`config.mk`:
```
export PLATFORM = sky130hd
export DESIGN_NAME = swrm_ctrl
export DESIGN_NICKNAME = d
export VERILOG_FILES = /design/src/design/assert_macros.svh /design/src/design/swrm_pkg.sv /design/src/design/swrm_ctrl.sv
export SDC_FILE = /design/constraint.sdc
export NUM_CORES = 1
export LEC_CHECK = 0
export BUFFER_PORTS_ARGS = -buffer_cell sky130_fd_sc_hd__buf_2
export CORE_AREA = 2 2 39 41
export CTS_CLUSTER_SIZE = 40
export DETAILED_ROUTE_END_ITERATION = 16
export DIE_AREA = 0 0 41 43
export PLACE_DENSITY = 0.48
export REMOVE_ABC_BUFFERS = 1
export SLEW_MARGIN = 40
export SYNTH_ARGS = -nofsm -noshare
export SYNTH_HDL_FRONTEND = slang
export SYNTH_SLANG_ARGS = --single-unit
```
`constraint.sdc`:
```
create_clock -name clk -period 1.29 [get_ports clk]
set_clock_uncertainty 0.15 [all_clocks]
set_input_delay 0.0645 -clock clk [delete_from_list [all_inputs] [get_ports clk]]
set_output_delay 0.0645 -clock clk [all_outputs]
set_load 0.005 [all_outputs]
```
`src/design/assert_macros.svh`:
```
// Assertion macros shared by the rate meter RTL.
// Each macro expects signals named clk and rst_n in the including scope.
`ifndef ASSERT_MACROS_SVH
`define ASSERT_MACROS_SVH

// The property must hold in the same cycle as its trigger.
`define ASSERT_SAME(label, trig, prop) \
    label: assert property (@(posedge clk) disable iff (!rst_n) (trig) |-> (prop)) \
        else $error("assertion failed in the same cycle as its trigger");

// The property must hold in the cycle after its trigger.
`define ASSERT_NEXT(label, trig, prop) \
    label: assert property (@(posedge clk) disable iff (!rst_n) (trig) |=> (prop)) \
        else $error("assertion failed in the cycle after its trigger");

`endif

```
`src/design/swrm_pkg.sv`:
```
// Package for the sliding window rate meter: field widths, state codes and
// the command and status structs between controller and datapath. No dependencies.
package swrm_pkg;

    localparam int STAMP_W = 32;
    localparam int RATE_W  = 9;
    localparam int AVG_W   = 17;
    localparam int FRAC_W  = 8;
    localparam logic [STAMP_W-1:0] WINDOW_RESET = 32'd1000000;

    typedef enum logic [2:0] {
        ST_IDLE,
        ST_READ,
        ST_CHECK,
        ST_PUSH,
        ST_PREP,
        ST_DIV,
        ST_OUT
    } state_t;

    typedef struct packed {
        logic latch;
        logic rd_en;
        logic drop;
        logic set_ovf;
        logic push;
        logic div_start;
        logic div_step;
        logic out_load;
    } cmd_t;

    typedef struct packed {
        logic occ_zero;
        logic occ_full;
        logic age_old;
        logic div_last;
        logic out_free;
    } status_t;

endpackage

```
`src/design/swrm_ctrl.sv`:
```
// Controller state machine of the rate meter: sequences eviction, push,
// division and result hand-off. Depends on swrm_pkg.
module swrm_ctrl (
    input  logic              clk,
    input  logic              rst_n,
    input  logic              in_valid,
    output logic              in_ready,
    input  swrm_pkg::status_t status,
    output swrm_pkg::cmd_t    cmd
);
    import swrm_pkg::*;

    state_t state_reg;
    state_t state_next;

    always_ff @(posedge clk or negedge rst_n)
    begin
        if (!rst_n)
        begin
            state_reg <= ST_IDLE;
        end
        else
        begin
            state_reg <= state_next;
        end
    end

    always_comb
    begin
        state_next = state_reg;
        cmd        = '0;
        in_ready   = 1'b0;
        unique case (state_reg)
            ST_IDLE:
            begin
                in_ready = 1'b1;
                if (in_valid)
                begin
                    cmd.latch  = 1'b1;
                    state_next = ST_READ;
                end
            end
            ST_READ:
            begin
                if (status.occ_zero)
                begin
                    state_next = ST_PUSH;
                end
                else
                begin
                    cmd.rd_en  = 1'b1;
                    state_next = ST_CHECK;
                end
            end
            ST_CHECK:
            begin
                if (status.age_old)
                begin
                    cmd.drop   = 1'b1;
                    state_next = ST_READ;
                end
                else if (status.occ_full)
                begin
                    cmd.drop    = 1'b1;
                    cmd.set_ovf = 1'b1;
                    state_next  = ST_PUSH;
                end
                else
                begin
                    state_next = ST_PUSH;
                end
            end
            ST_PUSH:
            begin
                cmd.push   = 1'b1;
                state_next = ST_PREP;
            end
            ST_PREP:
            begin
                cmd.div_start = 1'b1;
                state_next    = ST_DIV;
            end
            ST_DIV:
            begin
                cmd.div_step = 1'b1;
                if (status.div_last)
                begin
                    state_next = ST_OUT;
                end
            end
            ST_OUT:
            begin
                if (status.out_free)
                begin
                    cmd.out_load = 1'b1;
                    state_next   = ST_IDLE;
                end
            end
            default:
            begin
                state_next = ST_IDLE;
            end
        endcase
    end

endmodule

```
==> metrics.md <==
| Metric | Value |
|---|---|
| Setup TNS | `-0.7522 ns` |
| Die area | `1763 um^2` |
| P per Cell Area | `2260 nW/um^2` |
| Largest register FFs | `3` |
| Post-DP HPWL | `505.8 um` |
| Routed len/inst | `9.738 um` |
| DR iter-0 viols | `2` |
| Util after Layout | `39.42%` |
| Cells after Synth | `33` |
| Commonest non-fill, non-tap cell in the layout | `buf_2` |
| DRC | `0` |
| Initial antenna violation count | `0` |
| RSZ-0062 raised after global routing | `yes` |
| Final Setup Violations | `9` |
| Hold_ws | `0.02866 ns` |
| FMAX | `0.7010 GHz` |
| GPL Wtd Cong | `0.7334` |
| Tot Pwr | `0.001233 W` |
| Synthesis Warnings | `0` |
| Pre-antenna DRT Iters | `4` |
| CTS buffer count | `3` |
| Clock transition at path regs | `0.04 ns` |
| Io pins | `17` |
| Clock Latency Late Sink | `0.23 ns` |
| Setup ws final | `-0.1366 ns` |
| Share of cells above drive strength 1 | `70.31%` |
| Gr ovfl total | `0` |
| Post-DR vias/cell | `4.263` |
| CP startpoint kind | `register` |
| Fin nets | `73` |
| Post-layout min period | `1.427 ns` |
| Outcome | `complete, but fails checks` |
| Maximum fanout along the worst path | `8` |
| Setup crit end kind | `primary output` |
| FILL cells | `149` |
| Area of the multi-input gates | `200.2 um^2` |
| CTS H-tree depth | `1` |
| Routed Antenna Nets | `0` |
| Sequential area share after synthesis | `28.17%` |
| Buffers on Ports | `16` |
| Worst-margin pin slew | `0.2083 ns` |
| Most frequent cells in the layout | `16 x buf_2, 5 x buf_6, 5 x buf_4` |
| Largest net degree at the start of global routing | `9` |
| Max Cap Viol | `0` |
| Max Buffers Root-to-Sink | `2` |
| CTS tree | `yes` |
| Clk sink count | `3` |
| Storage element area | `78.83 um^2` |
| CP required | `1.08 ns` |
| WP data arrival | `1.21 ns` |
| Via Count | `341` |
| Core area | `1384 um^2` |
| Tcrit/Tclk final | `110.6%` |
| Max-slew violations | `0` |
| WL final | `779 um` |
| # rows | `14` |
| First-pass GRT wire length | `1124 um` |
| Synthesized area | `266.5 um^2` |
| Mapped Avg Cell Area | `8.076 um^2` |
| Area growth from synthesis to layout | `104.7%` |
| Relative slew margins | `85.92%` |
| Die Ht | `43 um` |
| GRT Total Usage | `9.920%` |
| Static Leakage | `0.2648 nW` |
| Die Wd | `41 um` |
| Ant diodes | `0` |
| Hold Vio Cnt, Final | `0` |
| Synth Register Bits | `3` |
| Initial core utilization | `19.26%` |
| Vias in the first global route | `273` |
| Crit Path Class | `reg2out` |
| Peak VDD IR | `720.9 uV` |
| Netlist cell types | `20` |
| Worst min-delay path category | `in2reg` |
| Failing checks | `negative setup slack` |
| Root buffer cell | `clkbuf_4` |
Yosys cell counts, drive strengths merged:
cell type  instances  area share (%)
nor2               5             7.0
nor3               4             9.4
buf                3              11
dfrtp              3              28
nand2              3             4.2
nand3              2             3.8
nor4b              2             8.9
o21ai              2             3.8
a21o               1             3.3
and2               1             2.3
and3               1             2.8
inv                1             2.3
nand2b             1             2.3
nand3b             1             2.8
nor3b              1             2.8
o22ai              1             2.3
or3                1             2.3
power by group:
group	internal, W	switching, W
clock	0.000116	0.0000520
combinational	0.000479	0.000310
sequential	0.000152	0.000124
worst max-delay path: stages, from the launching register on:
cell and delay, ns:
dfrtp_2 0.46, buf_6 0.13, nand2b_4 0.05, buf_6 0.12
nor3_2 0.08, buf_2 0.13
repair_timing:
item	4_1_cts	5_1_grt
setup endpoints to repair	9	10
hold endpoints to repair	4	0
cloned	0	0
resized for setup	14	4
buffers inserted	2	2
pin swaps	7	2
hold buffers	4	0
metal layers:
metal,GRT usage [%],vias up,routed length [um]
met5,0,-,0
met3,6.283,0,54
met2,12.19,12,350
met1,13.42,152,374
li1,-,177,-
met4,4.000,0,0
kinds of logic (layout without fill, tap and decap cells):
family | after synthesis | count (layout) | synth area share (%)
flops | 3 | 3 | 28.17
compound gates | 4 | 4 | 9.392
simple gates | 22 | 22 | 48.83
buf+inv | 4 | 35 | 13.62
stage by stage:
step,instances,area (um^2),worst slack [ns]
2_1_floorplan,30,236.5,0.008926
3_3_place_gp,68,381.6,0.02655
3_5_place_dp,68,381.6,0.009899
4_1_cts,78,518.0,-0.1348
5_1_grt,80,545.5,-0.1952
6_report,80,545.5,-0.1366
area by class of cell:
type,instances,share of cell area [%]
Multi-Input combinational cell,26,36.70
Timing Repair Buffer,30,39.22
Inverter,1,1.147
Clock buffer,4,4.817
Tap cell,16,3.670
Sequential cell,3,14.45
final timing paths:
| check | slack (ns) | from | cells after the start | to |
|---|---|---|---|---|
| worst max-delay path | -0.14 | state_reg[0] | 5 | cmd[6] |
| worst min-delay path | 0.03 | status[1] | 4 | state_reg[0] |
| worst max register to register | -0.07 | state_reg[0] | 4 | state_reg[1] |
| worst min register to register | 0.52 | state_reg[2] | 1 | state_reg[2] |
| max in group asynchronous | 0.27 | rst_n | 3 | state_reg[2] |
| min in group asynchronous | 0.56 | rst_n | 3 | state_reg[1] |
No activity file was read; power rests on OpenSTA's default activity.
